## src/sv/iib_pkg.sv

```systemverilog
// Shared constants, types and register codes of the integral image builder.
package iib_pkg;

  // Frame size limits and pixel precision
  localparam int MAX_WIDTH  = 1024;
  localparam int MAX_HEIGHT = 1024;
  localparam int PIXEL_BITS = 16;

  // Fixed field widths of the channels
  localparam int PIXEL_W = 16;
  localparam int SUM_W   = 36;
  localparam int DIM_W   = 11;
  localparam int CFG_IDX_W = 2;

  // Derived widths
  localparam int COL_W     = $clog2(MAX_WIDTH);
  localparam int ROW_W     = $clog2(MAX_HEIGHT);
  localparam int ROW_SUM_W = PIXEL_BITS + COL_W;
  localparam int CMP_W     = ((DIM_W > COL_W) ? DIM_W : COL_W) + 2;
  localparam int RCMP_W    = ((DIM_W > ROW_W) ? DIM_W : ROW_W) + 2;

  // Queue between front and back; depth must be a power of two
  localparam int QUEUE_DEPTH = 2;
  localparam int QPTR_W      = $clog2(QUEUE_DEPTH);
  localparam int QCNT_W      = $clog2(QUEUE_DEPTH + 1);

  // Register indexes of the configuration port
  localparam logic [CFG_IDX_W-1:0] REG_WIDTH  = CFG_IDX_W'(0);
  localparam logic [CFG_IDX_W-1:0] REG_HEIGHT = CFG_IDX_W'(1);

  // Reset values of the size registers
  localparam logic [DIM_W-1:0] WIDTH_RESET  = DIM_W'(1024);
  localparam logic [DIM_W-1:0] HEIGHT_RESET = DIM_W'(1024);

  // One classified pixel, handed from front to back
  typedef struct packed {
    logic [PIXEL_BITS-1:0] pix;
    logic [COL_W-1:0]      col;
    logic                  first_row;
    logic                  end_row;
    logic                  end_frame;
  } iib_item_t;

endpackage

```

## src/sv/iib_pixel_if.sv

```systemverilog
// Pixel input channel.
interface iib_pixel_if import iib_pkg::*; ();
  logic               valid;
  logic               ready;
  logic [PIXEL_W-1:0] pixel;

  modport source (output valid, output pixel, input ready);
  modport sink   (input valid, input pixel, output ready);
endinterface

```

## src/sv/iib_cfg_if.sv

```systemverilog
// Configuration write channel.
interface iib_cfg_if import iib_pkg::*; ();
  logic                 valid;
  logic                 ready;
  logic [CFG_IDX_W-1:0] index;
  logic [DIM_W-1:0]     data;

  modport source (output valid, output index, output data, input ready);
  modport sink   (input valid, input index, input data, output ready);
endinterface

```

## src/sv/iib_front.sv

```systemverilog
// Front end: size registers, raster position tracking and pixel classification.
module iib_front import iib_pkg::*; (
  input  logic      clk,
  input  logic      rst,
  iib_pixel_if.sink pixels,
  iib_cfg_if.sink   cfg,
  output logic      push_valid,
  output iib_item_t push_item,
  input  logic      push_ready
);

  logic [DIM_W-1:0]  image_width;
  logic [DIM_W-1:0]  image_height;
  logic [COL_W-1:0]  col;
  logic [ROW_W-1:0]  row;
  logic [CMP_W-1:0]  w_eff;
  logic [RCMP_W-1:0] h_eff;
  logic              end_row;
  logic              end_frame;
  logic              accept;

  // Configuration writes are always taken
  assign cfg.ready = 1'b1;

  always_ff @(posedge clk) begin
    if (rst) begin
      image_width  <= WIDTH_RESET;
      image_height <= HEIGHT_RESET;
    end else if (cfg.valid) begin
      case (cfg.index)
        REG_WIDTH:  image_width  <= cfg.data;
        REG_HEIGHT: image_height <= cfg.data;
        default: ;
      endcase
    end
  end

  // Effective size: zero acts as one, oversize clamps to the maximum
  always_comb begin
    if (image_width == '0) begin
      w_eff = CMP_W'(1);
    end else if (CMP_W'(image_width) > CMP_W'(MAX_WIDTH)) begin
      w_eff = CMP_W'(MAX_WIDTH);
    end else begin
      w_eff = CMP_W'(image_width);
    end
    if (image_height == '0) begin
      h_eff = RCMP_W'(1);
    end else if (RCMP_W'(image_height) > RCMP_W'(MAX_HEIGHT)) begin
      h_eff = RCMP_W'(MAX_HEIGHT);
    end else begin
      h_eff = RCMP_W'(image_height);
    end
  end

  // Row and frame boundaries of the current pixel
  assign end_row   = (CMP_W'(col) + CMP_W'(1)) >= w_eff;
  assign end_frame = end_row && ((RCMP_W'(row) + RCMP_W'(1)) >= h_eff);

  assign pixels.ready = push_ready;
  assign accept       = pixels.valid && push_ready;

  // Classified item into the queue
  assign push_valid          = pixels.valid;
  assign push_item.pix       = pixels.pixel[PIXEL_BITS-1:0];
  assign push_item.col       = col;
  assign push_item.first_row = (row == '0);
  assign push_item.end_row   = end_row;
  assign push_item.end_frame = end_frame;

  // Raster position
  always_ff @(posedge clk) begin
    if (rst) begin
      col <= '0;
      row <= '0;
    end else if (accept) begin
      if (end_row) begin
        col <= '0;
        row <= end_frame ? '0 : row + ROW_W'(1);
      end else begin
        col <= col + COL_W'(1);
      end
    end
  end

endmodule

```

## src/flat_wrapper.sv

```systemverilog
// flat-port wrapper written by rule: the top's interface ports become plain ports
module iib_front_flat import iib_pkg::*;
  (clk, rst, push_valid, push_item, push_ready, pixels_valid, pixels_pixel, pixels_ready, cfg_valid, cfg_index, cfg_data, cfg_ready);
  iib_pixel_if pixels_i ();
  iib_cfg_if cfg_i ();
  input  logic clk;
  input  logic rst;
  output logic push_valid;
  output iib_item_t push_item;
  input  logic push_ready;
  input wire logic [$bits(pixels_i.valid)-1:0] pixels_valid;
  input wire logic [$bits(pixels_i.pixel)-1:0] pixels_pixel;
  output wire logic [$bits(pixels_i.ready)-1:0] pixels_ready;
  input wire logic [$bits(cfg_i.valid)-1:0] cfg_valid;
  input wire logic [$bits(cfg_i.index)-1:0] cfg_index;
  input wire logic [$bits(cfg_i.data)-1:0] cfg_data;
  output wire logic [$bits(cfg_i.ready)-1:0] cfg_ready;
  assign pixels_i.valid = pixels_valid;
  assign pixels_i.pixel = pixels_pixel;
  assign pixels_ready = pixels_i.ready;
  assign cfg_i.valid = cfg_valid;
  assign cfg_i.index = cfg_index;
  assign cfg_i.data = cfg_data;
  assign cfg_ready = cfg_i.ready;
  iib_front u_core (.clk(clk), .rst(rst), .pixels(pixels_i), .cfg(cfg_i), .push_valid(push_valid), .push_item(push_item), .push_ready(push_ready));
endmodule
```

## config.mk

```make
export PLATFORM = sky130hd
export DESIGN_NAME = iib_front_flat
export DESIGN_NICKNAME = d
export VERILOG_FILES = /design/src/sv/iib_pkg.sv /design/src/sv/iib_pixel_if.sv /design/src/sv/iib_cfg_if.sv /design/src/sv/iib_front.sv /design/src/flat_wrapper.sv
export SDC_FILE = /design/constraint.sdc
export NUM_CORES = 1
export LEC_CHECK = 0
export ABC_CLOCK_PERIOD_IN_PS = 4500
export BUFFER_PORTS_ARGS = -buffer_cell sky130_fd_sc_hd__buf_2
export CORE_ASPECT_RATIO = 0.6
export CORE_MARGIN = 10
export CORE_UTILIZATION = 40
export CTS_BUF_LIST = sky130_fd_sc_hd__clkbuf_8
export CTS_CLUSTER_DIAMETER = 40
export DETAILED_ROUTE_END_ITERATION = 16
export SETUP_SLACK_MARGIN = 0.05
export SLEW_MARGIN = 5
export SYNTH_ARGS = -nofsm -noshare
export SYNTH_HDL_FRONTEND = slang
export SYNTH_SLANG_ARGS = --single-unit
```

## constraint.sdc

```tcl
create_clock -name clk -period 4.5 [get_ports clk]
set_clock_uncertainty 0.2 [all_clocks]
set_input_delay 0.45 -clock clk [delete_from_list [all_inputs] [get_ports clk]]
set_output_delay 0.45 -clock clk [all_outputs]
set_load 0.01 [all_outputs]
```

==> flow_metrics.env, run 1 <==
export IMPL_critPathRequiredTime_ns=3.85
export IMPL_worstReg2RegStart="u_core.col[0]"
export IMPL_htreeDepth=2
export IMPL_initial_utilization=0.410
export IMPL_fin_hold_ws_ns=0.203
export IMPL_final_common_cell="dfxtp_1"
export IMPL_regToRegEndpoint="u_core.col[0]"
export IMPL_cts_repair_resized=0
export IMPL_yosys_area_share_adder=0.115
export IMPL_ys_seq_elements=42
export IMPL_p_switching_mw=0.187
export IMPL_grt_pass1_wl_um=10000
export IMPL_synthSimpleGateAreaFrac=0.239
export IMPL_drc=0
export IMPL_cp_arrival_ns=3.42
export IMPL_worstSetupEndpointType="primary output"
export IMPL_clk_pin_slew_ns=0.09
export IMPL_drive_above_1_share=0.159
export IMPL_hp_class="in2reg"
export IMPL_drv_cap=0
export IMPL_cts_inserted_buffers=5
export IMPL_synth_area_sq_um=2710
export IMPL_port_buffers=32
export IMPL_vias=2128
export IMPL_postCtsHoldBufs=0
export IMPL_numClockSinks=42
export IMPL_status="completed"
export IMPL_dp_cells=399
export IMPL_grt_max_degree=29
export IMPL_syn_area_per_cell_sq_um=8.59
export IMPL_internal_power_mw=0.532
export IMPL_grt_busiest_layer="met1"
export IMPL_whs_path_depth=3
export IMPL_holdPathEnd="u_core.image_height[8]"
export IMPL_wire_per_inst_um=14.6
export IMPL_reg2regPathDepth=13
export IMPL_antenna_cells=0
export IMPL_ant_nets=0
export IMPL_dieWidth_um=126
export IMPL_die_h_um=83.8
export IMPL_synth_xor_area_share=0.0516
export IMPL_synthCells=316
export IMPL_ios=66
export IMPL_slew_headroom=0.236
export IMPL_ir_drop_v=0.000116
export IMPL_synth_area_mux_share=0.0821
export IMPL_globalRouteMet2Util=0.142
export IMPL_clock_latency_ns=0.30
export IMPL_antenna_found_initial=0
export IMPL_synth_compound_area_frac=0.107
export IMPL_period_minus_slack_ns=4.07
export IMPL_grt_util_met3=0.0362
export IMPL_leakage_nw=1.31
export IMPL_cts_tree="done"
export IMPL_synth_nets=375
export IMPL_drtIter0Drc=114
export IMPL_mostFrequentLayoutCells="42 x dfxtp_1, 39 x nor2_1, 35 x nand2_1"
export IMPL_rrSetupSlack_ns=0.78
export IMPL_final_cells=407
export IMPL_postCtsSetupBuffers=0
export IMPL_grt_overflow=0
export IMPL_switching_share=0.260
export IMPL_ys_seq_area_frac=0.310
export IMPL_core_sq_um=6620
export IMPL_met1_usage=0.169
export IMPL_wirelength_um=5950
export IMPL_clockPowerShare=0.357
export IMPL_root_buffer="clkbuf_8"
export IMPL_p_comb_frac=0.106
export IMPL_synth_warnings=0
export IMPL_synth_top_family_by_area="simple AND/OR/NAND/NOR gates"
export IMPL_grt_pass1_vias=1913
export IMPL_rows=23
export IMPL_nets=378
export IMPL_clockBufferDepth=2
export IMPL_gp_congestion=0.783
export IMPL_firstDrtPassIters=4
export IMPL_tns_ns=0
export IMPL_worstHoldStart="cfg_data[8]"
export IMPL_max_freq_mhz=246
export IMPL_syn2layout_area_growth_pct=5.12
export IMPL_crit_fanout=9
export IMPL_path_class="reg2out"
export IMPL_synth_distinct_cells=47
export IMPL_fin_crit_sh=0.904
export IMPL_setup_viol=0
export IMPL_finalMaxSlewViolations=0
export IMPL_dp_hpwl_um=4620
export IMPL_rsz0062_at_grt="no"
export IMPL_grt_usage=0.114
export IMPL_critical_path_startpoint_type="flop"
export IMPL_avgViaCountPerCell=5.23
export IMPL_p_per_area_nw_per_um2=252
export IMPL_hold_viol_final=0
export IMPL_power_frac_seq=0.537
export IMPL_dieArea_sq_um=10600
export IMPL_worst_pin_slew_ns=1.14
how the worst max path moves through the flow:
stage / startpoint / end / slack (ns)
6_report: u_core.col[0] / push_item[0] / 0.43
5_1_grt: u_core.col[0] / push_item[1] / 0.12
4_1_cts: u_core.col[0] / push_item[0] / 0.42
3_5_place_dp: u_core.col[0] / push_item[0] / 0.77
3_3_place_gp: u_core.col[0] / push_item[0] / 0.80
2_1_floorplan: u_core.row[0] / push_item[0] / 1.28
cell type report:
| type | count | area, sq um |
|---|---|---|
| fill | 675 | 3770 |
| multi-input combinational | 230 | 1620 |
| sequential | 42 | 841 |
| timing repair buffer | 32 | 160 |
| tap | 87 | 109 |
| clock buffer | 6 | 82.6 |
| inverter | 8 | 30.0 |
| clock inverter | 2 | 8.76 |
cell families after synthesis:
family	after synthesis
compound gates	39
xor+xnor	16
fa+ha+maj	25
buf+inv	44
flops	42
mux	22
other cells	1
simple gates	127
stage by stage:
| step | setup WS [ns] | power (mW) | cell area, sq um | util |
|---|---|---|---|---|
| after floorplan | 1.28 | 0.464 | 2710 | - |
| after global placement | 0.800 | 0.471 | 2760 | 0.417 |
| after detailed placement | 0.770 | 0.472 | 2760 | 0.417 |
| after CTS | 0.417 | 0.729 | 2850 | 0.431 |
| after global routing | 0.122 | 0.761 | 2850 | 0.431 |
| final | 0.430 | 0.719 | 2850 | 0.431 |
cell usage after synthesis, drive strengths merged:
master	instances	share of area
dfxtp	42	0.31
nor2	39	0.054
nand2	35	0.048
buf	28	0.072
ha	25	0.12
mux2i	20	0.074
nand3	13	0.024
a21oi	12	0.024
nor4	9	0.026
a22o	8	0.026
clkbuf	8	0.011
inv	8	0.011
xnor2	8	0.026
xor2	8	0.026
and3	7	0.016
a221o	5	0.018
nor3	5	0.019
nand4	4	0.0092
nor2b	4	0.0092
a31oi	3	0.0069
nand3b	3	0.0083
a211oi	2	0.0055
mux2	2	0.0083
nand2b	2	0.0074
nor3b	2	0.0055
o21ai	2	0.0037
or3	2	0.0046
a21o	1	0.0028
a32o	1	0.0037
conb	1	0.0014
o211ai	1	0.0028
o21a	1	0.0032
o21bai	1	0.0028
o221a	1	0.0041
o31a	1	0.0032
or2	1	0.0023
or4	1	0.0041
registers in the layout, summed over array words and instances, names as in the netlist:
register and cells:
u_core.image_height 11, u_core.image_width 11, u_core.col 10, u_core.row 10
routing by layer:
| metal | vias up | wire (um) |
|---|---|---|
| met5 | - | 0 |
| met4 | 0 | 61 |
| met3 | 10 | 340 |
| met2 | 43 | 2280 |
| met1 | 981 | 3260 |
| li1 | 1094 | - |
power groups by stage:
| stage | clock (mW) | combinational [mW] | sequential, mW |
|---|---|---|---|
| after floorplan | 0 | 0.0703 | 0.394 |
| after global placement | 0 | 0.0756 | 0.395 |
| after detailed placement | 0 | 0.0764 | 0.395 |
| after CTS | 0.266 | 0.0768 | 0.387 |
| after global routing | 0.288 | 0.0853 | 0.388 |
| final | 0.257 | 0.0764 | 0.386 |
critical path, stage by stage, from the launching register on:
cell and delay [ns]:
dfxtp_1 0.42, nand3_1 0.14, nor2_1 0.22, and3_1 0.28, nand3_1 0.11, xnor2_1 0.24, ha_1 0.30, a21oi_1 0.15
nand2_1 0.08, a211oi_1 0.35, o31a_1 0.53, nor2_1 0.12, buf_2 0.16
Note: power is estimated with default switching activity, not from simulation.
==> run 2, diff against run 1 <==
Settings changed: CAP_MARGIN set to 25, CORE_UTILIZATION 40 to 29.
==> flow_metrics.env, run 2 (synthesis gave the netlist of run 1 again) <==
export IMPL_status="completed"
export IMPL_cts_tree="done"
export IMPL_antenna_found_initial=2
export IMPL_nets=379
export IMPL_n_fill_cell=972
export IMPL_cpPeakStageDelay_ns=0.55
export IMPL_fin_crit_sh=0.880
export IMPL_core_sq_um=9160
export IMPL_postCtsSetupBuffers=0
export IMPL_wire_per_inst_um=14.0
export IMPL_critPathTopFamily="compound AO/OA/AOI/OAI gates"
export IMPL_final_cells=452
export IMPL_gp_congestion=0.828
export IMPL_worstSetupStartpoint="u_core.col[0]"
export IMPL_crit_buf_inv=2
export IMPL_crit_fanout=9
export IMPL_path_class="reg2out"
export IMPL_htreeDepth=2
export IMPL_vias=2122
export IMPL_firstDrtPassIters=4
export IMPL_grt_max_degree=29
export IMPL_clockBufferDepth=2
export IMPL_cts_repair_resized=0
export IMPL_max_freq_mhz=253
export IMPL_critPathRequiredTime_ns=3.85
export IMPL_wirelength_um=6320
export IMPL_tns_ns=0
export IMPL_setup_viol=0
export IMPL_critical_path_startpoint_type="flop"
export IMPL_path_cells="nand3_1, nor2_1, and3_1, nand3_1, xnor2_1, ha_1, a21oi_1, nand2_1, a211oi_1, o31a_1, inv_2, buf_2"
export IMPL_final_common_cell="dfxtp_1"
export IMPL_period_minus_slack_ns=3.96
export IMPL_crit_top_cell="nand3_1"
export IMPL_slowest_stage="o31a_1"
export IMPL_rows=27
export IMPL_clock_latency_ns=0.29
export IMPL_hold_viol_final=0
export IMPL_ios=66
export IMPL_slew_headroom=0.467
export IMPL_drv_cap=0
export IMPL_worst_pin_slew_ns=0.796
export IMPL_dieWidth_um=145
export IMPL_grt_usage=0.0937
export IMPL_die_h_um=94.9
export IMPL_hp_class="in2reg"
export IMPL_worstReg2RegStart="u_core.col[0]"
export IMPL_grt_pass1_vias=2040
export IMPL_drive_above_1_share=0.163
export IMPL_port_buffers=32
export IMPL_p_per_area_nw_per_um2=240
export IMPL_worstHoldStart="cfg_data[1]"
export IMPL_drtIter0Drc=182
export IMPL_drc=0
export IMPL_initial_utilization=0.296
export IMPL_dp_cells=443
export IMPL_rsz0062_at_grt="no"
export IMPL_ir_drop_v=0.000112
export IMPL_mostFrequentLayoutCells="42 x dfxtp_1, 39 x nor2_1, 35 x nand2_1"
export IMPL_dieArea_sq_um=13800
export IMPL_dp_hpwl_um=5110
export IMPL_clk_pin_slew_ns=0.08
export IMPL_grt_overflow=0
export IMPL_cts_inserted_buffers=5
export IMPL_grt_pass1_wl_um=10200
export IMPL_leakage_nw=1.31
export IMPL_avgViaCountPerCell=4.69
export IMPL_top_regs="u_core.image_height: 11 flops, u_core.image_width: 11 flops"
export IMPL_syn2layout_area_growth_pct=7.10
export IMPL_numClockSinks=42
export IMPL_cp_arrival_ns=3.31
export IMPL_root_buffer="clkbuf_8"
export IMPL_finalMaxSlewViolations=0
export IMPL_worstSetupEndpointType="primary output"
export IMPL_ant_nets=0
export IMPL_postCtsHoldBufs=0
==> run 2: final cells by class <==
cell class / count / area [sq um] / share of cell area
Clock buffer: 5 / 68.8 / 0.0237
Inverter: 8 / 30.0 / 0.0103
Antenna cell: 2 / 5.00 / 0.00172
Multi-Input combinational cell: 230 / 1620 / 0.558
Sequential cell: 42 / 841 / 0.289
Tap cell: 130 / 163 / 0.0560
Clock inverter: 2 / 10.0 / 0.00344
Timing Repair Buffer: 33 / 168 / 0.0577
==> run 2: path summary, 6_finish.rpt <==
check | to | cells past startpoint | slack, ns
setup / recovery | push_item[1] | 12 | 0.54
setup reg to reg | u_core.col[0] | 13 | 0.85
hold / removal | u_core.image_width[1] | 3 | 0.21
hold reg to reg | u_core.col[1] | 2 | 0.31
==> run 2: where the power goes <==
group	switching, mW	internal (mW)
Sequential	0.00687	0.380
Clock	0.128	0.104
Combinational	0.0471	0.0314
Total	0.182	0.515
==> run 2: worst reg2reg max path: cells and delay by family, from the launching register on <==
| kind | cells | cell delay [ns] |
|---|---|---|
| muxes | 1 | 0.21 |
| buffers and inverters | 1 | 0.10 |
| AOI/OAI and AO/OA | 3 | 1.03 |
| adders and majority gates | 1 | 0.29 |
| xor gates and xnor gates | 1 | 0.22 |
| and+or+nand+nor | 6 | 1.14 |
| DFF | 1 | 0.41 |
==> run 2: layer usage <==
metal,GRT usage,vias to the layer above,part of all wire
li1,-,1094,-
met1,0.134,981,0.53
met2,0.129,43,0.40
met3,0.0316,4,0.063
met4,0.0260,0,0.0074
met5,0,-,0
==> run 2: stage by stage <==
step | util | worst slack [ns] | power (mW) | instance area, sq um | hold slack (ns)
3_3_place_gp | 0.308 | 0.879 | 0.471 | 2820 | 0.291
3_5_place_dp | 0.308 | 0.879 | 0.474 | 2820 | 0.301
4_1_cts | 0.317 | 0.541 | 0.705 | 2900 | 0.204
5_1_grt | 0.317 | 0.254 | 0.735 | 2900 | 0.197
6_report | 0.317 | 0.541 | 0.697 | 2910 | 0.207
2_1_floorplan | - | 1.28 | 0.464 | 2710 | 0.284
==> run 3, diff against run 2 <==
Settings changed: REMOVE_ABC_BUFFERS set to 1.
==> flow_metrics.env, run 3 (synthesis gave the netlist of run 1 again) <==
export IMPL_nets=379
export IMPL_p_per_area_nw_per_um2=281
export IMPL_grt_pass1_wl_um=10700
export IMPL_cp_arrival_ns=3.41
export IMPL_root_buffer="clkbuf_8"
export IMPL_grt_usage=0.0971
export IMPL_p_switching_mw=0.187
export IMPL_syn2layout_area_growth_pct=9.41
export IMPL_clock_latency_ns=0.29
export IMPL_drtIter0Drc=159
export IMPL_switching_share=0.224
export IMPL_gp_congestion=0.802
export IMPL_postCtsHoldBufs=0
export IMPL_cpPeakStageDelay_ns=0.57
export IMPL_fin_crit_sh=0.902
export IMPL_finalMaxSlewViolations=0
export IMPL_htreeDepth=2
export IMPL_cts_repair_resized=0
export IMPL_whs_path_depth=3
export IMPL_clockPowerShare=0.443
export IMPL_numClockSinks=42
export IMPL_core_sq_um=9160
export IMPL_reg2regPathDepth=13
export IMPL_drive_above_1_share=0.165
export IMPL_leakage_nw=1.34
export IMPL_dieArea_sq_um=13800
export IMPL_rows=27
export IMPL_max_freq_mhz=246
export IMPL_power_frac_seq=0.463
export IMPL_initial_utilization=0.296
export IMPL_period_minus_slack_ns=4.06
export IMPL_slowest_stage="o31a_1"
export IMPL_critPathRequiredTime_ns=3.85
export IMPL_avgViaCountPerCell=4.82
export IMPL_worst_pin_slew_ns=0.729
export IMPL_grt_overflow=0
export IMPL_clockBufferDepth=2
export IMPL_setup_viol=0
export IMPL_path_class="reg2out"
export IMPL_cts_tree="done"
export IMPL_critical_path_startpoint_type="flop"
export IMPL_worstSetupEndpointType="primary output"
export IMPL_grt_max_degree=29
export IMPL_drv_cap=0
export IMPL_clk_pin_slew_ns=0.08
export IMPL_grt_pass1_vias=2050
export IMPL_tns_ns=0
export IMPL_status="completed"
export IMPL_internal_power_mw=0.648
export IMPL_cts_inserted_buffers=5
export IMPL_postCtsSetupBuffers=0
export IMPL_path_cells="nand3_1, nor2_1, and3_1, nand3_1, xnor2_1, ha_1, a21oi_1, nand2_1, a211oi_1, o31a_1, nor2_1, buf_2"
export IMPL_wire_per_inst_um=14.5
export IMPL_firstDrtPassIters=4
export IMPL_port_buffers=32
export IMPL_drc=0
export IMPL_ant_nets=0
export IMPL_mostFrequentLayoutCells="42 x dfxtp_1, 39 x nor2_1, 35 x nand2_1"
export IMPL_vias=2173
export IMPL_hold_viol_final=0
export IMPL_die_h_um=94.9
export IMPL_fin_total_pwr_mw=0.835
export IMPL_rsz0062_at_grt="no"
export IMPL_dieWidth_um=145
export IMPL_antenna_found_initial=0
export IMPL_ir_drop_v=0.000125
export IMPL_slew_headroom=0.513
export IMPL_hp_class="in2reg"
export IMPL_wirelength_um=6540
export IMPL_ios=66
export IMPL_crit_fanout=9
export IMPL_final_common_cell="dfxtp_1"
export IMPL_top_regs="u_core.image_height: 11 flops, u_core.image_width: 11 flops"
export IMPL_antenna_cells=0
export IMPL_dp_hpwl_um=5080
export IMPL_p_comb_frac=0.094
run 3: final cells by class:
class | instances | area (sq um)
clock buffers | 6 | 82.6
inverters | 8 | 30.0
flip-flops and latches | 42 | 841
well taps | 130 | 163
clock inverters | 2 | 60.1
multi-input cells | 230 | 1620
repair buffers | 33 | 171
fillers | 965 | 6190
run 3: stage by stage:
| step | util | worst slack (ns) | std cells | cell area [sq um] | hold slack [ns] |
|---|---|---|---|---|---|
| 2_1_floorplan | - | 1.30 | 280 | 2490 | 0.284 |
| 3_3_place_gp | 0.308 | 0.797 | 442 | 2820 | 0.282 |
| 3_5_place_dp | 0.308 | 0.763 | 442 | 2820 | 0.289 |
| 4_1_cts | 0.323 | 0.407 | 450 | 2960 | 0.194 |
| 5_1_grt | 0.324 | 0.122 | 451 | 2970 | 0.212 |
| 6_report | 0.324 | 0.440 | 451 | 2970 | 0.210 |
run 3: worst paths after layout:
check,from,end,slack (ns)
setup / recovery,u_core.col[2],push_item[0],0.44
hold / removal,cfg_data[3],u_core.image_height[3],0.21
setup reg to reg,u_core.col[2],u_core.col[0],0.80
hold reg to reg,u_core.col[1],u_core.col[1],0.30
run 3: routing by layer:
metal	vias to the layer above	global-route usage	wire length, um
met5	-	0	0
met4	0	0.0243	35
met3	2	0.0371	498
met2	57	0.135	2680
met1	1013	0.136	3330
li1	1101	-	-
run 3: power groups by stage:
stage / sequential [mW] / combinational (mW) / clock [mW]
3_5_place_dp: 0.395 / 0.0776 / 0
5_1_grt: 0.388 / 0.0868 / 0.397
2_1_floorplan: 0.394 / 0.0461 / 0
6_report: 0.387 / 0.0781 / 0.370
3_3_place_gp: 0.395 / 0.0756 / 0
4_1_cts: 0.386 / 0.0781 / 0.382
run 3: worst max-delay path: cells and delay by family (launching register included):
family | cells | cell delay, ns
buffers and inverters | 1 | 0.17
flip-flops | 1 | 0.41
AO/OA/AOI/OAI | 3 | 1.06
AND/OR/NAND/NOR | 6 | 0.97
adder cells (fa/ha/maj) | 1 | 0.30
XOR/XNOR | 1 | 0.22
