`config.mk`:
```
export PLATFORM = sky130hd
export DESIGN_NAME = iib_queue
export DESIGN_NICKNAME = d
export VERILOG_FILES = /design/src/sv/iib_pkg.sv /design/src/sv/iib_queue.sv
export SDC_FILE = /design/constraint.sdc
export NUM_CORES = 1
export LEC_CHECK = 0
export BUFFER_PORTS_ARGS = -buffer_cell sky130_fd_sc_hd__buf_2
export CORE_MARGIN = 2
export CORE_UTILIZATION = 30
export DETAILED_ROUTE_END_ITERATION = 8
export SETUP_SLACK_MARGIN = 0.3
export SLEW_MARGIN = 15
export SYNTH_ARGS = -nofsm -noshare
export SYNTH_HDL_FRONTEND = slang
export SYNTH_SLANG_ARGS = --single-unit
```
`constraint.sdc`:
```
create_clock -name clk -period 1.9 [get_ports clk]
set_input_delay 0.19 -clock clk [delete_from_list [all_inputs] [get_ports clk]]
set_output_delay 0.19 -clock clk [all_outputs]
set_load 0.05 [all_outputs]
```
`src/sv/iib_pkg.sv`:
```
// Shared constants, types and register codes of the integral image builder.
package iib_pkg;

  // Frame size limits and pixel precision
  localparam int MAX_WIDTH  = 1024;
  localparam int MAX_HEIGHT = 1024;
  localparam int PIXEL_BITS = 16;

  // Fixed field widths of the channels
  localparam int PIXEL_W = 16;
  localparam int SUM_W   = 36;
  localparam int DIM_W   = 11;
  localparam int CFG_IDX_W = 2;

  // Derived widths
  localparam int COL_W     = $clog2(MAX_WIDTH);
  localparam int ROW_W     = $clog2(MAX_HEIGHT);
  localparam int ROW_SUM_W = PIXEL_BITS + COL_W;
  localparam int CMP_W     = ((DIM_W > COL_W) ? DIM_W : COL_W) + 2;
  localparam int RCMP_W    = ((DIM_W > ROW_W) ? DIM_W : ROW_W) + 2;

  // Queue between front and back; depth must be a power of two
  localparam int QUEUE_DEPTH = 2;
  localparam int QPTR_W      = $clog2(QUEUE_DEPTH);
  localparam int QCNT_W      = $clog2(QUEUE_DEPTH + 1);

  // Register indexes of the configuration port
  localparam logic [CFG_IDX_W-1:0] REG_WIDTH  = CFG_IDX_W'(0);
  localparam logic [CFG_IDX_W-1:0] REG_HEIGHT = CFG_IDX_W'(1);

  // Reset values of the size registers
  localparam logic [DIM_W-1:0] WIDTH_RESET  = DIM_W'(1024);
  localparam logic [DIM_W-1:0] HEIGHT_RESET = DIM_W'(1024);

  // One classified pixel, handed from front to back
  typedef struct packed {
    logic [PIXEL_BITS-1:0] pix;
    logic [COL_W-1:0]      col;
    logic                  first_row;
    logic                  end_row;
    logic                  end_frame;
  } iib_item_t;

endpackage

```
`src/sv/iib_queue.sv`:
```
// Short FIFO that decouples the front end from the accumulation back end.
module iib_queue import iib_pkg::*; (
  input  logic      clk,
  input  logic      rst,
  input  logic      push_valid,
  input  iib_item_t push_item,
  output logic      push_ready,
  output logic      pop_valid,
  output iib_item_t pop_item,
  input  logic      pop_ready
);

  iib_item_t         entries [QUEUE_DEPTH];
  logic [QPTR_W-1:0] wr_ptr;
  logic [QPTR_W-1:0] rd_ptr;
  logic [QCNT_W-1:0] count;
  logic              do_push;
  logic              do_pop;

  assign push_ready = (count != QCNT_W'(QUEUE_DEPTH));
  assign pop_valid  = (count != '0);
  assign pop_item   = entries[rd_ptr];
  assign do_push    = push_valid && push_ready;
  assign do_pop     = pop_valid && pop_ready;

  // Storage
  always_ff @(posedge clk) begin
    if (do_push) begin
      entries[wr_ptr] <= push_item;
    end
  end

  // Pointers and fill count
  always_ff @(posedge clk) begin
    if (rst) begin
      wr_ptr <= '0;
      rd_ptr <= '0;
      count  <= '0;
    end else begin
      if (do_push) begin
        wr_ptr <= wr_ptr + QPTR_W'(1);
      end
      if (do_pop) begin
        rd_ptr <= rd_ptr + QPTR_W'(1);
      end
      case ({do_push, do_pop})
        2'b10:   count <= count + QCNT_W'(1);
        2'b01:   count <= count - QCNT_W'(1);
        default: count <= count;
      endcase
    end
  end

endmodule

```
==> impl_results.html, run 1 <==
<table>
<tr><th>Metric</th><th>Value</th></tr>
<tr><th colspan="2">Setup path</th></tr>
<tr><td>Count of buffering cells on the critical path with inverters included</td><td>2</td></tr>
<tr><td>Critical path required time</td><td>1.71 ns</td></tr>
<tr><td>Worst path arrival time</td><td>1.44 ns</td></tr>
<tr><td>CP max stage cell</td><td>sky130_fd_sc_hd__dfxtp_4</td></tr>
<tr><td>Top fanout value on the critical path</td><td>7</td></tr>
<tr><td>Crit Path Class</td><td>flop to output pin</td></tr>
<tr><td>CP Cell Sequence</td><td>clkbuf_16, mux2_4, buf_8</td></tr>
<tr><td>Slowest cell delay on critical path</td><td>around 0.43 ns</td></tr>
<tr><td>Critical path launch point type</td><td>flop</td></tr>
<tr><td>Nature of the critical path endpoint</td><td>output pin</td></tr>
<tr><td>Top cell family by delay on the critical path</td><td>flip-flops</td></tr>
<tr><th colspan="2">Timing</th></tr>
<tr><td>Final number of hold-violating endpoints</td><td>0</td></tr>
<tr><td>Final critical-path required period</td><td>1.63 ns</td></tr>
<tr><td>Portion of the clock cycle consumed by the worst path in the final layout</td><td>85.6%</td></tr>
<tr><td>Final worst hold slack</td><td>0.0383 ns</td></tr>
<tr><td>Max transition margin</td><td>83.0%</td></tr>
<tr><td>Setup-violating endpoint count in the final report</td><td>0</td></tr>
<tr><td>Final-report max-slew violation count</td><td>0</td></tr>
<tr><td>Slew at the pin with the worst max-slew slack</td><td>approximately 0.25 ns</td></tr>
<tr><td>TNS Setup</td><td>0 ns</td></tr>
<tr><td>Unrepaired setup endpoints after global routing</td><td>yes</td></tr>
<tr><td>Peak Freq</td><td>roughly 600 MHz</td></tr>
<tr><td>Clock skew</td><td>approximately 0.0045 ns</td></tr>
<tr><th colspan="2">Pwr</th></tr>
<tr><td>Reported leakage power</td><td>1.35 nW</td></tr>
<tr><td>Logic gate share of total power</td><td>45.9%</td></tr>
<tr><td>Total chip power</td><td>0.00577 W</td></tr>
<tr><td>Switching power as a share of total power</td><td>35.7%</td></tr>
<tr><td>Cell Pwr Density</td><td>1650 nW/um^2</td></tr>
<tr><td>Flop pwr share</td><td>between 30% and 40%</td></tr>
<tr><td>Power share of the clock group</td><td>21.7%</td></tr>
<tr><td>Sw power</td><td>0.00206 W</td></tr>
<tr><td>Peak ir drop on the vdd network</td><td>0.907 mV</td></tr>
<tr><td>Cell Int Power</td><td>approximately 0.0037 W</td></tr>
<tr><th colspan="2">Synth</th></tr>
<tr><td>Area share of xor/xnor cells in the synthesized design</td><td>1.14%</td></tr>
<tr><td>Post-synthesis instance area</td><td>2310 sq um</td></tr>
<tr><td>Flip-flop and latch count after synthesis</td><td>63</td></tr>
<tr><td>Count of cell types in the netlist</td><td>20</td></tr>
<tr><td>Register area share after synthesis</td><td>between 70% and 80%</td></tr>
<tr><td>Combinational family with the most area after synthesis</td><td>multiplexers</td></tr>
<tr><td>Dominant cell type by area after synthesis</td><td>sky130_fd_sc_hd__edfxtp_1</td></tr>
<tr><td>Leading post-synthesis cells by cell area</td><td>sky130_fd_sc_hd__edfxtp_1 (75%), sky130_fd_sc_hd__mux2_2 (14%), sky130_fd_sc_hd__dfxtp_1 (4.3%), sky130_fd_sc_hd__xnor2_1 (0.76%), sky130_fd_sc_hd__ha_1 (0.54%)</td></tr>
<tr><td>Post-Synthesis Net Count</td><td>148</td></tr>
<tr><td>Synthesized area per cell</td><td>20.2 sq um</td></tr>
<tr><td>Number of warnings printed during yosys synthesis</td><td>0</td></tr>
<tr><td>Share of Yosys cell area claimed by the top area cell type</td><td>75.4%</td></tr>
<tr><td>Post-Syn Instances</td><td>114</td></tr>
<tr><td>Synthesized-area fraction occupied by and/or/nand/nor cells</td><td>approximately 2%</td></tr>
<tr><td>Area fraction in compound gates after synthesis</td><td>1.41%</td></tr>
<tr><td>Multiplexer fraction of the synthesized cell area</td><td>14.1%</td></tr>
<tr><td>Fraction of the mapped netlist area in adder cells</td><td>0.542%</td></tr>
<tr><th colspan="2">Placed design</th></tr>
<tr><td>Half-perimeter wire length after detailed placement</td><td>2560 um</td></tr>
<tr><td>RD Place Congestion</td><td>0.747</td></tr>
<tr><td>Number of input and output port buffers inserted</td><td>63</td></tr>
<tr><td>DP Cell Count</td><td>276</td></tr>
<tr><th colspan="2">Global routing</th></tr>
<tr><td>Wire length of the first global-routing pass</td><td>6220 um</td></tr>
<tr><td>Global-route total usage across every layer</td><td>10.3%</td></tr>
<tr><td>Via count of the first global-routing pass</td><td>1,235</td></tr>
<tr><td>Number of antenna violations at the first check in global routing</td><td>0</td></tr>
<tr><td>GRT Residual Overflow</td><td>0</td></tr>
<tr><td>Maximum number of pins on one net before global-route repair</td><td>22</td></tr>
<tr><th colspan="2">Finish</th></tr>
<tr><td>Post-layout instance count excluding filler cells</td><td>295</td></tr>
<tr><td>Commonest non-fill, non-tap cell in the layout</td><td>sky130_fd_sc_hd__edfxtp_1</td></tr>
<tr><td>Growth of design area from synthesis to finish</td><td>51.2%</td></tr>
<tr><td>Highest-count cells in the layout ignoring fill and taps</td><td>sky130_fd_sc_hd__edfxtp_1 (58), sky130_fd_sc_hd__buf_2 (34), sky130_fd_sc_hd__mux2_4 (29), sky130_fd_sc_hd__buf_8 (25), sky130_fd_sc_hd__clkbuf_8 (9)</td></tr>
<tr><td>Fillcell total</td><td>between 600 and 700</td></tr>
<tr><td>Nets</td><td>between 200 and 250</td></tr>
<tr><td>Inserted Diodes</td><td>0</td></tr>
<tr><td>Share of final-layout standard cells stronger than drive strength 1</td><td>61.2%</td></tr>
<tr><th colspan="2">Clocking</th></tr>
<tr><td>Clock insertion delay at the later pin of the skew report</td><td>0.34 ns</td></tr>
<tr><td>Number of levels in the clock H-tree</td><td>3</td></tr>
<tr><td>Number of post-CTS setup repair buffers</td><td>0</td></tr>
<tr><td>Number of sinks on the clock net</td><td>63</td></tr>
<tr><td>Clock tree from TritonCTS</td><td>yes</td></tr>
<tr><td>Worst-path clk slew</td><td>0.07 ns</td></tr>
<tr><td>Number of buffers added by the clock tree synthesis step</td><td>9</td></tr>
<tr><td>Deepest clock path buffer count</td><td>2</td></tr>
<tr><td>Hold bufs inserted after CTS</td><td>0</td></tr>
<tr><td>Library cell used as clock root buffer</td><td>sky130_fd_sc_hd__clkbuf_8</td></tr>
<tr><th colspan="2">Floorplanning</th></tr>
<tr><td>Top-Level Pins</td><td>64</td></tr>
<tr><td>CORE AREA</td><td>7370 sq um</td></tr>
<tr><td>Vertical die dimension</td><td>just over 90 um</td></tr>
<tr><td>DIE AREA</td><td>8410 sq um</td></tr>
<tr><td>Die width</td><td>91.7 um</td></tr>
<tr><td>Initial cell density of the core</td><td>31.3%</td></tr>
<tr><td>Floorplan row count</td><td>31</td></tr>
<tr><th colspan="2">Routing</th></tr>
<tr><td>Remaining number of nets flagged by the antenna check after routing</td><td>0</td></tr>
<tr><td>Number of vias after detailed routing</td><td>1,282</td></tr>
<tr><td>Remaining DRCs</td><td>0</td></tr>
<tr><td>Avg WL per Cell</td><td>15.3 um</td></tr>
<tr><td>Routed Wire Length</td><td>roughly 4500 um</td></tr>
<tr><td>DRC violation total after the first TritonRoute iteration</td><td>61</td></tr>
<tr><td>Average vias per placed instance</td><td>4.35</td></tr>
<tr><td>First drt pass iteration count</td><td>4</td></tr>
<tr><th colspan="2">Worst hold path</th></tr>
<tr><td>Worst min-delay path category</td><td>primary input to flop</td></tr>
<tr><th colspan="2">Run status</th></tr>
<tr><td>Run status</td><td>finished clean</td></tr>
<tr><th colspan="2">Run</th></tr>
<tr><td>Max-cap violations</td><td>0</td></tr>
</table>
[area by class of cell]
| cell class | instances | area, sq um | share of cell area, % |
|---|---|---|---|
| multi-input cells | 47 | 563 | 16.1 |
| flip-flops and latches | 63 | 1850 | 52.9 |
| repair buffers | 69 | 728 | 20.9 |
| inverters | 1 | 7.51 | 0.215 |
| clock inverters | 7 | 97.6 | 2.80 |
| clock buffers | 9 | 124 | 3.55 |
| well taps | 99 | 124 | 3.55 |
[power by group through the flow]
stage,clock network (W),registers (W),logic (W)
floorplan,0,0.00184,0.00145
global placement,0,0.00185,0.00186
detailed placement,0,0.00186,0.00186
CTS,0.00129,0.00185,0.00206
global route,0.00135,0.00189,0.00276
finish,0.00125,0.00187,0.00265
[through the flow]
stage / utilization, % / instance area, sq um / worst slack [ns]
after global placement: 38.0 / 2800 / 0.420
after detailed placement: 38.0 / 2800 / 0.398
after floorplan: - / 2320 / 0.340
after CTS: 42.4 / 3130 / 0.225
final: 47.4 / 3490 / 0.274
after global routing: 47.4 / 3490 / 0.224
[worst paths after layout]
check	from	end	slack, ns	depth (start not counted)
worst max-delay path	flop	pop_item[2]	0.27	3
worst min-delay path	push_item[3]	entries[0][3]	0.04	1
worst max register to register	count[1]	count[1]	0.44	4
worst min register to register	rd_ptr	flop	0.52	2
[repair_timing]
item,in CTS,in global routing
gates cloned,1,2
gates resized for setup,32,84
endpoints found under the setup margin,29,30
pin swaps,0,0
[flip-flops by register name (all words and copies together), names as in the netlist, named ones only]
| register | count |
|---|---|
| count | 2 |
| entries | 58 |
| rd_ptr | 1 |
| wr_ptr | 1 |
[cell usage after synthesis, drive strengths merged]
library cell,n
a21bo,1
a21oi,2
and3,1
buf,3
dfxtp,5
edfxtp,58
ha,1
inv,1
mux2,29
nand2,1
nand2b,1
nand3b,1
nor2,3
o21a,1
o21ai,1
or2,1
or3,1
xnor2,2
xor2,1
[kinds of logic after synthesis]
logic type               count (synthesis)
AO/OA/AOI/OAI                            5
flip-flops                              63
AND/OR/NAND/NOR                          9
buffers and inverters                    4
multiplexers                            29
XOR/XNOR                                 3
adder cells (fa/ha/maj)                  1
[worst register-to-register path: stages (launching register included)]
cell and delay (ns):
sky130_fd_sc_hd__dfxtp_1 0.36, sky130_fd_sc_hd__o21a_1 0.24, sky130_fd_sc_hd__ha_1 0.31, sky130_fd_sc_hd__or3_1 0.35, sky130_fd_sc_hd__a21oi_1 0.14
[per-layer routing]
metal  vias to the layer above  track usage [%]  routed length (um)
met1                       626             12.3                1960
met2                        51             14.9                2110
li1                        595                -                   -
met3                        10             6.41                 351
met5                         -                0                   0
met4                         0             4.48                  79
Power figures use the tool's default switching activity.
==> run 2, diff against run 1 <==
--- a/config.mk
+++ b/config.mk
@@ -9,6 +9,7 @@
 export CORE_MARGIN = 2
 export CORE_UTILIZATION = 30
 export DETAILED_ROUTE_END_ITERATION = 8
+export PLACE_DENSITY = 0.5
 export SETUP_SLACK_MARGIN = 0.3
 export SLEW_MARGIN = 15
 export SYNTH_ARGS = -nofsm -noshare
==> run 2 against run 1 <==
Combinational power shrank 20%. Cell area shrank 7.7%. Worst setup slack gained 0.0043 ns. Sequential cell count is the same. Sequential share of layout area grew 4.4 points. First-iteration DRC count is the same. Power shrank 5.2%. Clock skew grew 0.00083 ns. Maximum frequency grew 0.27%. Sequential power is essentially flat. Hold slack gained 0.0085 ns. Register-to-register slack lost 0.04 ns. Critical path type unchanged. Largest power group unchanged. Highest routed layer unchanged.
==> impl_results.html, run 2 (synthesis results as in run 1) <==
<table>
<tr><th>Metric</th><th>Value</th></tr>
<tr><th colspan="2">Setup path</th></tr>
<tr><td>Crit Path Class</td><td>flop to output pin (unchanged)</td></tr>
<tr><td>CP Cell Sequence</td><td>buf_8, mux2_2, buf_4 (was clkbuf_16, mux2_4, buf_8)</td></tr>
<tr><td>Critical path required time</td><td>1.71 ns (about the same)</td></tr>
<tr><td>Top fanout value on the critical path</td><td>9 (was 7)</td></tr>
<tr><td>Top cell family by delay on the critical path</td><td>flip-flops (unchanged)</td></tr>
<tr><td>Slowest cell delay on critical path</td><td>0.41 ns (was 0.43 ns)</td></tr>
<tr><td>Critical path launch point type</td><td>flop (unchanged)</td></tr>
<tr><td>Count of buffering cells on the critical path with inverters included</td><td>2 (unchanged)</td></tr>
<tr><td>CP max stage cell</td><td>sky130_fd_sc_hd__dfxtp_4 (unchanged)</td></tr>
<tr><td>Nature of the critical path endpoint</td><td>output pin (unchanged)</td></tr>
<tr><td>Worst path arrival time</td><td>1.43 ns (was 1.44 ns)</td></tr>
<tr><th colspan="2">Clocking</th></tr>
<tr><td>Number of buffers added by the clock tree synthesis step</td><td>9 (unchanged)</td></tr>
<tr><td>Worst-path clk slew</td><td>0.07 ns (about the same)</td></tr>
<tr><td>Clock insertion delay at the later pin of the skew report</td><td>0.33 ns (was 0.34 ns)</td></tr>
<tr><td>Number of sinks on the clock net</td><td>63 (unchanged)</td></tr>
<tr><td>Number of levels in the clock H-tree</td><td>3 (unchanged)</td></tr>
<tr><td>Clock tree from TritonCTS</td><td>yes (unchanged)</td></tr>
<tr><td>Number of post-CTS setup repair buffers</td><td>0 (unchanged)</td></tr>
<tr><td>Library cell used as clock root buffer</td><td>sky130_fd_sc_hd__clkbuf_8 (unchanged)</td></tr>
<tr><td>Deepest clock path buffer count</td><td>2 (unchanged)</td></tr>
<tr><th colspan="2">Routing</th></tr>
<tr><td>Remaining DRCs</td><td>0 (unchanged)</td></tr>
<tr><td>First drt pass iteration count</td><td>3 (was 4)</td></tr>
<tr><td>Average vias per placed instance</td><td>4.30 (was 4.35)</td></tr>
<tr><td>Avg WL per Cell</td><td>14.8 um (was 15.3 um)</td></tr>
<tr><td>Number of vias after detailed routing</td><td>1,263 (was 1,282)</td></tr>
<tr><td>Remaining number of nets flagged by the antenna check after routing</td><td>0 (unchanged)</td></tr>
<tr><td>DRC violation total after the first TritonRoute iteration</td><td>61 (unchanged)</td></tr>
<tr><td>Routed Wire Length</td><td>4350 um (was 4500 um)</td></tr>
<tr><th colspan="2">Floorplanning</th></tr>
<tr><td>CORE AREA</td><td>7370 sq um (unchanged)</td></tr>
<tr><td>Floorplan row count</td><td>31 (unchanged)</td></tr>
<tr><td>DIE AREA</td><td>8410 sq um (unchanged)</td></tr>
<tr><td>Die width</td><td>91.7 um (unchanged)</td></tr>
<tr><td>Top-Level Pins</td><td>64 (unchanged)</td></tr>
<tr><td>Initial cell density of the core</td><td>31.3% (unchanged)</td></tr>
<tr><td>Vertical die dimension</td><td>91.7 um (unchanged)</td></tr>
<tr><th colspan="2">Timing</th></tr>
<tr><td>TNS Setup</td><td>0 ns (unchanged)</td></tr>
<tr><td>Portion of the clock cycle consumed by the worst path in the final layout</td><td>85.4% (was 85.6%)</td></tr>
<tr><td>Clock skew</td><td>0.00536 ns (was 0.00453 ns)</td></tr>
<tr><td>Peak Freq</td><td>617 MHz (was 615 MHz)</td></tr>
<tr><td>Final number of hold-violating endpoints</td><td>0 (unchanged)</td></tr>
<tr><td>Final-report max-slew violation count</td><td>0 (unchanged)</td></tr>
<tr><td>Max transition margin</td><td>83.4% (was 83.0%)</td></tr>
<tr><td>Final critical-path required period</td><td>1.62 ns (was 1.63 ns)</td></tr>
<tr><td>Slew at the pin with the worst max-slew slack</td><td>0.251 ns (was 0.255 ns)</td></tr>
<tr><td>Setup-violating endpoint count in the final report</td><td>0 (unchanged)</td></tr>
<tr><td>Unrepaired setup endpoints after global routing</td><td>yes (unchanged)</td></tr>
<tr><th colspan="2">Pwr</th></tr>
<tr><td>Reported leakage power</td><td>1.20 nW (was 1.35 nW)</td></tr>
<tr><td>Cell Pwr Density</td><td>1700 nW/um^2 (was 1650 nW/um^2)</td></tr>
<tr><td>Peak ir drop on the vdd network</td><td>0.805 mV (was 0.907 mV)</td></tr>
<tr><th colspan="2">Placed design</th></tr>
<tr><td>Number of input and output port buffers inserted</td><td>63 (unchanged)</td></tr>
<tr><td>DP Area</td><td>2800 sq um (about the same)</td></tr>
<tr><td>Half-perimeter wire length after detailed placement</td><td>2790 um (was 2560 um)</td></tr>
<tr><td>RD Place Congestion</td><td>0.658 (was 0.747)</td></tr>
<tr><th colspan="2">Global routing</th></tr>
<tr><td>Via count of the first global-routing pass</td><td>1,388 (was 1,235)</td></tr>
<tr><td>Maximum number of pins on one net before global-route repair</td><td>30 (was 22)</td></tr>
<tr><td>Wire length of the first global-routing pass</td><td>6820 um (was 6220 um)</td></tr>
<tr><td>Number of antenna violations at the first check in global routing</td><td>0 (unchanged)</td></tr>
<tr><td>Global-route total usage across every layer</td><td>10.9% (was 10.3%)</td></tr>
<tr><td>GRT Residual Overflow</td><td>0 (unchanged)</td></tr>
<tr><th colspan="2">Finish</th></tr>
<tr><td>Inserted Diodes</td><td>0 (unchanged)</td></tr>
<tr><td>Commonest non-fill, non-tap cell in the layout</td><td>sky130_fd_sc_hd__edfxtp_1 (unchanged)</td></tr>
<tr><td>Design Area, Final</td><td>3220 sq um (was 3490 sq um)</td></tr>
<tr><td>Flip-flop count of the largest register, all copies and words added</td><td>58 (unchanged)</td></tr>
<tr><td>Growth of design area from synthesis to finish</td><td>39.5% (was 51.2%)</td></tr>
<tr><td>Fillcell total</td><td>672 (was 643)</td></tr>
<tr><td>Registers with the most flip-flops</td><td>entries (58), count (2) (unchanged)</td></tr>
<tr><td>Highest-count cells in the layout ignoring fill and taps</td><td>sky130_fd_sc_hd__edfxtp_1 (58), sky130_fd_sc_hd__buf_2 (34), sky130_fd_sc_hd__mux2_2 (29), sky130_fd_sc_hd__buf_4 (19), sky130_fd_sc_hd__buf_6 (10) (was sky130_fd_sc_hd__edfxtp_1 (58), sky130_fd_sc_hd__buf_2 (34), sky130_fd_sc_hd__mux2_4 (29), sky130_fd_sc_hd__buf_8 (25), sky130_fd_sc_hd__clkbuf_8 (9))</td></tr>
<tr><td>Share of final-layout standard cells stronger than drive strength 1</td><td>61.0% (was 61.2%)</td></tr>
<tr><td>Top reg by flops</td><td>entries (unchanged)</td></tr>
<tr><td>Nets</td><td>224 (was 225)</td></tr>
<tr><th colspan="2">Worst hold path</th></tr>
<tr><td>Worst min-delay path category</td><td>primary input to flop (unchanged)</td></tr>
<tr><th colspan="2">Run status</th></tr>
<tr><td>Run status</td><td>finished clean (unchanged)</td></tr>
<tr><th colspan="2">Run</th></tr>
<tr><td>Max-cap violations</td><td>0 (unchanged)</td></tr>
</table>
run 2: metal layers:
metal / global-route usage, % / vias to the layer above / wire, um
met3: 4.35 / 12 / 324
met2: 18.2 / 47 / 2130
met5: 0 / - / 0
li1: - / 596 / -
met4: 6.34 / 0 / 88
met1: 11.8 / 608 / 1810
run 2: path summary, 6_finish.rpt:
| check | from | end | slack, ns | depth (start not counted) |
|---|---|---|---|---|
| setup / recovery | flop | pop_item[10] | 0.28 | 3 |
| hold / removal | push_item[13] | entries[1][13] | 0.05 | 1 |
| setup reg to reg | count[0] | count[1] | 0.40 | 5 |
| hold reg to reg | count[0] | count[0] | 0.56 | 2 |
run 2: per-stage QoR:
stage | utilization, % | hold slack, ns | instances | setup WS [ns] | power, W
3_3_place_gp | 38.0 | 0.378 | 277 | 0.411 | 0.00368
4_1_cts | 43.7 | 0.0257 | 294 | 0.223 | 0.00554
5_1_grt | 43.7 | 0.0233 | 294 | 0.222 | 0.00570
2_1_floorplan | - | 0.259 | 114 | 0.340 | 0.00329
3_5_place_dp | 38.0 | 0.382 | 277 | 0.341 | 0.00372
6_report | 43.7 | 0.0468 | 294 | 0.278 | 0.00547
run 2: what timing repair did:
item | in CTS | in global routing
hold buffers | 0 | 0
cloned | 1 | 0
resized for setup | 46 | 3
endpoints found under the setup margin | 29 | 30
run 2: where the power goes:
group | total, W | switching, W | leakage [nW] | internal [W]
registers | 0.00186 | 0.0000954 | 0.585 | 0.00176
logic | 0.00211 | 0.00131 | 0.488 | 0.000800
clock network | 0.00149 | 0.000492 | 0.126 | 0.00100
total | 0.00547 | 0.00190 | 1.20 | 0.00357
run 2: final cells by class:
| type | instances | area [sq um] | share of cell area, % |
|---|---|---|---|
| Timing Repair Buffer | 68 | 528 | 16.4 |
| Sequential cell | 63 | 1850 | 57.3 |
| Multi-Input combinational cell | 47 | 454 | 14.1 |
| Inverter | 1 | 7.51 | 0.233 |
| Tap cell | 99 | 124 | 3.85 |
| Clock inverter | 6 | 133 | 4.12 |
| Clock buffer | 10 | 128 | 3.96 |
==> run 3, diff against run 2 <==
--- a/config.mk
+++ b/config.mk
@@ -5,6 +5,7 @@
 export SDC_FILE = /design/constraint.sdc
 export NUM_CORES = 1
 export LEC_CHECK = 0
+export ABC_AREA = 1
 export BUFFER_PORTS_ARGS = -buffer_cell sky130_fd_sc_hd__buf_2
 export CORE_MARGIN = 2
 export CORE_UTILIZATION = 30
==> run 3 against run 2 <==
Clock-buffer cell count shrank 1. Via count increased by 5.0%. Register-to-register slack better by 0.09 ns. Non-clock buffer count up 1. Global-route usage is 0.55 points lower. Critical path depth is the same. Power shrank 17%. Area after synthesis grew 2.9%. Critical path type unchanged. Highest routed layer unchanged.
==> impl_results.html, run 3 <==
<table>
<tr><th>Metric</th><th>Value</th></tr>
<tr><th colspan="2">Finish</th></tr>
<tr><td>Inserted Diodes</td><td>0 (unchanged)</td></tr>
<tr><td>Final standard cell utilization of the core</td><td>45.2% (was 43.7%)</td></tr>
<tr><td>Registers with the most flip-flops</td><td>entries (58), count (2) (unchanged)</td></tr>
<tr><td>Growth of design area from synthesis to finish</td><td>46.2% (was 39.5%)</td></tr>
<tr><td>Commonest non-fill, non-tap cell in the layout</td><td>sky130_fd_sc_hd__edfxtp_1 (unchanged)</td></tr>
<tr><td>Highest-count cells in the layout ignoring fill and taps</td><td>sky130_fd_sc_hd__edfxtp_1 (58), sky130_fd_sc_hd__buf_2 (34), sky130_fd_sc_hd__mux2_4 (28), sky130_fd_sc_hd__buf_8 (18), sky130_fd_sc_hd__buf_6 (11) (was sky130_fd_sc_hd__edfxtp_1 (58), sky130_fd_sc_hd__buf_2 (34), sky130_fd_sc_hd__mux2_2 (29), sky130_fd_sc_hd__buf_4 (19), sky130_fd_sc_hd__buf_6 (10))</td></tr>
<tr><td>Top reg by flops</td><td>entries (unchanged)</td></tr>
<tr><td>Nets</td><td>239 (was 224)</td></tr>
<tr><td>Share of final-layout standard cells stronger than drive strength 1</td><td>57.1% (was 61.0%)</td></tr>
<tr><td>Flip-flop count of the largest register, all copies and words added</td><td>58 (unchanged)</td></tr>
<tr><th colspan="2">Timing</th></tr>
<tr><td>Unrepaired setup endpoints after global routing</td><td>yes (unchanged)</td></tr>
<tr><td>Setup-violating endpoint count in the final report</td><td>0 (unchanged)</td></tr>
<tr><td>Slew at the pin with the worst max-slew slack</td><td>0.254 ns (was 0.251 ns)</td></tr>
<tr><td>Final worst hold slack</td><td>0.0437 ns (was 0.0468 ns)</td></tr>
<tr><td>Final number of hold-violating endpoints</td><td>0 (unchanged)</td></tr>
<tr><td>Max transition margin</td><td>83.2% (was 83.4%)</td></tr>
<tr><td>Clock skew</td><td>0.00664 ns (was 0.00536 ns)</td></tr>
<tr><td>Portion of the clock cycle consumed by the worst path in the final layout</td><td>83.9% (was 85.4%)</td></tr>
<tr><td>Peak Freq</td><td>627 MHz (was 617 MHz)</td></tr>
<tr><td>TNS Setup</td><td>0 ns (unchanged)</td></tr>
<tr><td>Worst Slack Setup Final</td><td>0.305 ns (was 0.278 ns)</td></tr>
<tr><td>Final critical-path required period</td><td>1.59 ns (was 1.62 ns)</td></tr>
<tr><td>Final-report max-slew violation count</td><td>0 (unchanged)</td></tr>
<tr><th colspan="2">Synth</th></tr>
<tr><td>Number of warnings printed during yosys synthesis</td><td>0 (unchanged)</td></tr>
<tr><td>Synthesized area per cell</td><td>18.6 sq um (was 20.2 sq um)</td></tr>
<tr><td>Async SR Flop Fraction</td><td>0% (unchanged)</td></tr>
<tr><td>Post-Synthesis Net Count</td><td>162 (was 148)</td></tr>
<tr><td>Post-synthesis instance area</td><td>2370 sq um (was 2310 sq um)</td></tr>
<tr><td>Leading post-synthesis cells by cell area</td><td>sky130_fd_sc_hd__edfxtp_1 (73%), sky130_fd_sc_hd__mux2_2 (9.0%), sky130_fd_sc_hd__mux2_4 (6.3%), sky130_fd_sc_hd__dfxtp_1 (4.2%), sky130_fd_sc_hd__nor2_1 (1.6%) (was sky130_fd_sc_hd__edfxtp_1 (75%), sky130_fd_sc_hd__mux2_2 (14%), sky130_fd_sc_hd__dfxtp_1 (4.3%), sky130_fd_sc_hd__xnor2_1 (0.76%), sky130_fd_sc_hd__ha_1 (0.54%))</td></tr>
<tr><td>Dominant cell type by area after synthesis</td><td>sky130_fd_sc_hd__edfxtp_1 (unchanged)</td></tr>
<tr><td>Most common library cells after synthesis</td><td>sky130_fd_sc_hd__edfxtp_1 (58), sky130_fd_sc_hd__mux2_2 (19), sky130_fd_sc_hd__mux2_4 (10), sky130_fd_sc_hd__nor2_1 (10) (was sky130_fd_sc_hd__edfxtp_1 (58), sky130_fd_sc_hd__mux2_2 (29), sky130_fd_sc_hd__dfxtp_1 (5))</td></tr>
<tr><td>Count of cell types in the netlist</td><td>13 (was 20)</td></tr>
<tr><td>Predominant post-synthesis flop cell</td><td>sky130_fd_sc_hd__edfxtp_1 (unchanged)</td></tr>
<tr><td>Register area share after synthesis</td><td>77.6% (was 79.8%)</td></tr>
<tr><td>Number of synthesized flops with an enable pin</td><td>58 (unchanged)</td></tr>
<tr><td>Count leader, synth</td><td>sky130_fd_sc_hd__edfxtp_1 (unchanged)</td></tr>
<tr><td>Flip-flop and latch count after synthesis</td><td>63 (unchanged)</td></tr>
<tr><td>Post-Syn Instances</td><td>128 (was 114)</td></tr>
<tr><td>Share of Yosys cell area claimed by the top area cell type</td><td>73.3% (was 75.4%)</td></tr>
<tr><th colspan="2">Setup path</th></tr>
<tr><td>Critical path launch point type</td><td>flop (unchanged)</td></tr>
<tr><td>Worst path arrival time</td><td>1.40 ns (was 1.43 ns)</td></tr>
<tr><td>Top fanout value on the critical path</td><td>7 (was 9)</td></tr>
<tr><td>Critical path required time</td><td>1.71 ns (about the same)</td></tr>
<tr><td>Crit Path Class</td><td>flop to output pin (unchanged)</td></tr>
<tr><td>Nature of the critical path endpoint</td><td>output pin (unchanged)</td></tr>
<tr><th colspan="2">Floorplanning</th></tr>
<tr><td>Floorplan row count</td><td>32 (was 31)</td></tr>
<tr><td>CORE AREA</td><td>7690 sq um (was 7370 sq um)</td></tr>
<tr><td>Vertical die dimension</td><td>93.0 um (was 91.7 um)</td></tr>
<tr><td>Top-Level Pins</td><td>64 (unchanged)</td></tr>
<tr><td>Die width</td><td>93.0 um (was 91.7 um)</td></tr>
<tr><td>DIE AREA</td><td>8640 sq um (was 8410 sq um)</td></tr>
<tr><td>Initial cell density of the core</td><td>30.9% (was 31.3%)</td></tr>
<tr><th colspan="2">Pwr</th></tr>
<tr><td>Peak ir drop on the vdd network</td><td>0.512 mV (was 0.805 mV)</td></tr>
<tr><td>Cell Pwr Density</td><td>1310 nW/um^2 (was 1700 nW/um^2)</td></tr>
<tr><td>Reported leakage power</td><td>1.37 nW (was 1.20 nW)</td></tr>
<tr><td>Total chip power</td><td>0.00454 W (was 0.00547 W)</td></tr>
<tr><th colspan="2">Clocking</th></tr>
<tr><td>Number of buffers added by the clock tree synthesis step</td><td>9 (unchanged)</td></tr>
<tr><td>Number of levels in the clock H-tree</td><td>3 (unchanged)</td></tr>
<tr><td>Clock tree from TritonCTS</td><td>yes (unchanged)</td></tr>
<tr><td>Clock insertion delay at the later pin of the skew report</td><td>0.33 ns (about the same)</td></tr>
<tr><td>Deepest clock path buffer count</td><td>2 (unchanged)</td></tr>
<tr><td>Number of sinks on the clock net</td><td>63 (unchanged)</td></tr>
<tr><td>Worst-path clk slew</td><td>0.07 ns (about the same)</td></tr>
<tr><td>Library cell used as clock root buffer</td><td>sky130_fd_sc_hd__clkbuf_8 (unchanged)</td></tr>
<tr><td>Hold bufs inserted after CTS</td><td>0 (unchanged)</td></tr>
<tr><th colspan="2">Routing</th></tr>
<tr><td>Routed Wire Length</td><td>4390 um (was 4350 um)</td></tr>
<tr><td>DRC violation total after the first TritonRoute iteration</td><td>36 (was 61)</td></tr>
<tr><td>Average vias per placed instance</td><td>4.25 (was 4.30)</td></tr>
<tr><td>Remaining DRCs</td><td>0 (unchanged)</td></tr>
<tr><td>Avg WL per Cell</td><td>14.1 um (was 14.8 um)</td></tr>
<tr><td>First drt pass iteration count</td><td>3 (unchanged)</td></tr>
<tr><td>Remaining number of nets flagged by the antenna check after routing</td><td>0 (unchanged)</td></tr>
<tr><td>Number of vias after detailed routing</td><td>1,326 (was 1,263)</td></tr>
<tr><th colspan="2">Global routing</th></tr>
<tr><td>Maximum number of pins on one net before global-route repair</td><td>30 (unchanged)</td></tr>
<tr><td>Global-route total usage across every layer</td><td>10.4% (was 10.9%)</td></tr>
<tr><td>Wire length of the first global-routing pass</td><td>6440 um (was 6820 um)</td></tr>
<tr><td>GRT Residual Overflow</td><td>0 (unchanged)</td></tr>
<tr><td>Number of antenna violations at the first check in global routing</td><td>0 (unchanged)</td></tr>
<tr><td>Via count of the first global-routing pass</td><td>1,343 (was 1,388)</td></tr>
<tr><th colspan="2">Placed design</th></tr>
<tr><td>Worst Setup Slack post-DPL</td><td>0.507 ns (was 0.341 ns)</td></tr>
<tr><td>RD Place Congestion</td><td>0.686 (was 0.658)</td></tr>
<tr><td>Half-perimeter wire length after detailed placement</td><td>2580 um (was 2790 um)</td></tr>
<tr><td>Number of input and output port buffers inserted</td><td>63 (unchanged)</td></tr>
<tr><th colspan="2">Worst hold path</th></tr>
<tr><td>Worst min-delay path category</td><td>primary input to flop (unchanged)</td></tr>
<tr><th colspan="2">Run status</th></tr>
<tr><td>Run status</td><td>finished clean (unchanged)</td></tr>
<tr><th colspan="2">Run</th></tr>
<tr><td>Max-cap violations</td><td>0 (unchanged)</td></tr>
</table>
[run 3: final cells by class]
cell class | count | area, sq um
flip-flops and latches | 63 | 1850
multi-input cells | 54 | 571
repair buffers | 69 | 702
clock inverters | 7 | 72.6
fillers | 681 | 4220
well taps | 102 | 128
inverters | 8 | 30.0
clock buffers | 9 | 124
[run 3: routing by layer]
metal,part of all wire [%],routed length [um],vias to the layer above,global-route usage (%)
met3,6.6,292,6,5.48
met1,42,1860,639,12.1
met5,0,0,-,0
li1,-,-,636,-
met4,1.5,68,0,4.04
met2,49,2170,45,16.2
[run 3: worst max-delay path: stages, from the launching register on]
cell,delay (ns)
sky130_fd_sc_hd__dfxtp_4,0.42
sky130_fd_sc_hd__buf_16,0.16
sky130_fd_sc_hd__mux2_2,0.34
sky130_fd_sc_hd__buf_6,0.15
[run 3: power breakdown]
group          switching, W  total (W)  internal (W)
Combinational      0.000936    0.00166      0.000724
Clock              0.000511    0.00112      0.000606
Sequential        0.0000660    0.00176       0.00170
Total               0.00151    0.00454       0.00303
[run 3: cells by family after synthesis]
logic type      Yosys count  synth area share, %
buf+inv                  11                 2.42
simple gates             19                 3.11
fa+ha+maj                 1                0.527
compound gates            5                 1.05
flops                    63                 77.6
mux                      29                 15.3
[run 3: per-stage QoR]
stage | instance area, sq um | std cells
2_1_floorplan | 2400 | 128
4_1_cts | 3180 | 310
3_5_place_dp | 2880 | 293
3_3_place_gp | 2880 | 293
5_1_grt | 3470 | 312
6_report | 3470 | 312
[run 3: worst paths after layout]
path | end | cells after the start | start | slack (ns)
setup / recovery | pop_item[17] | 3 | flop | 0.31
hold / removal | entries[0][8] | 1 | push_item[8] | 0.04
setup reg to reg | count[1] | 9 | count[0] | 0.49
hold reg to reg | rd_ptr | 2 | rd_ptr | 0.50
[run 3: repair_timing]
action / in CTS / in global routing
gates resized for setup: 31 / 65
endpoints found under the setup margin: 29 / 29
gates cloned: 1 / 2
buffers inserted: 0 / 0
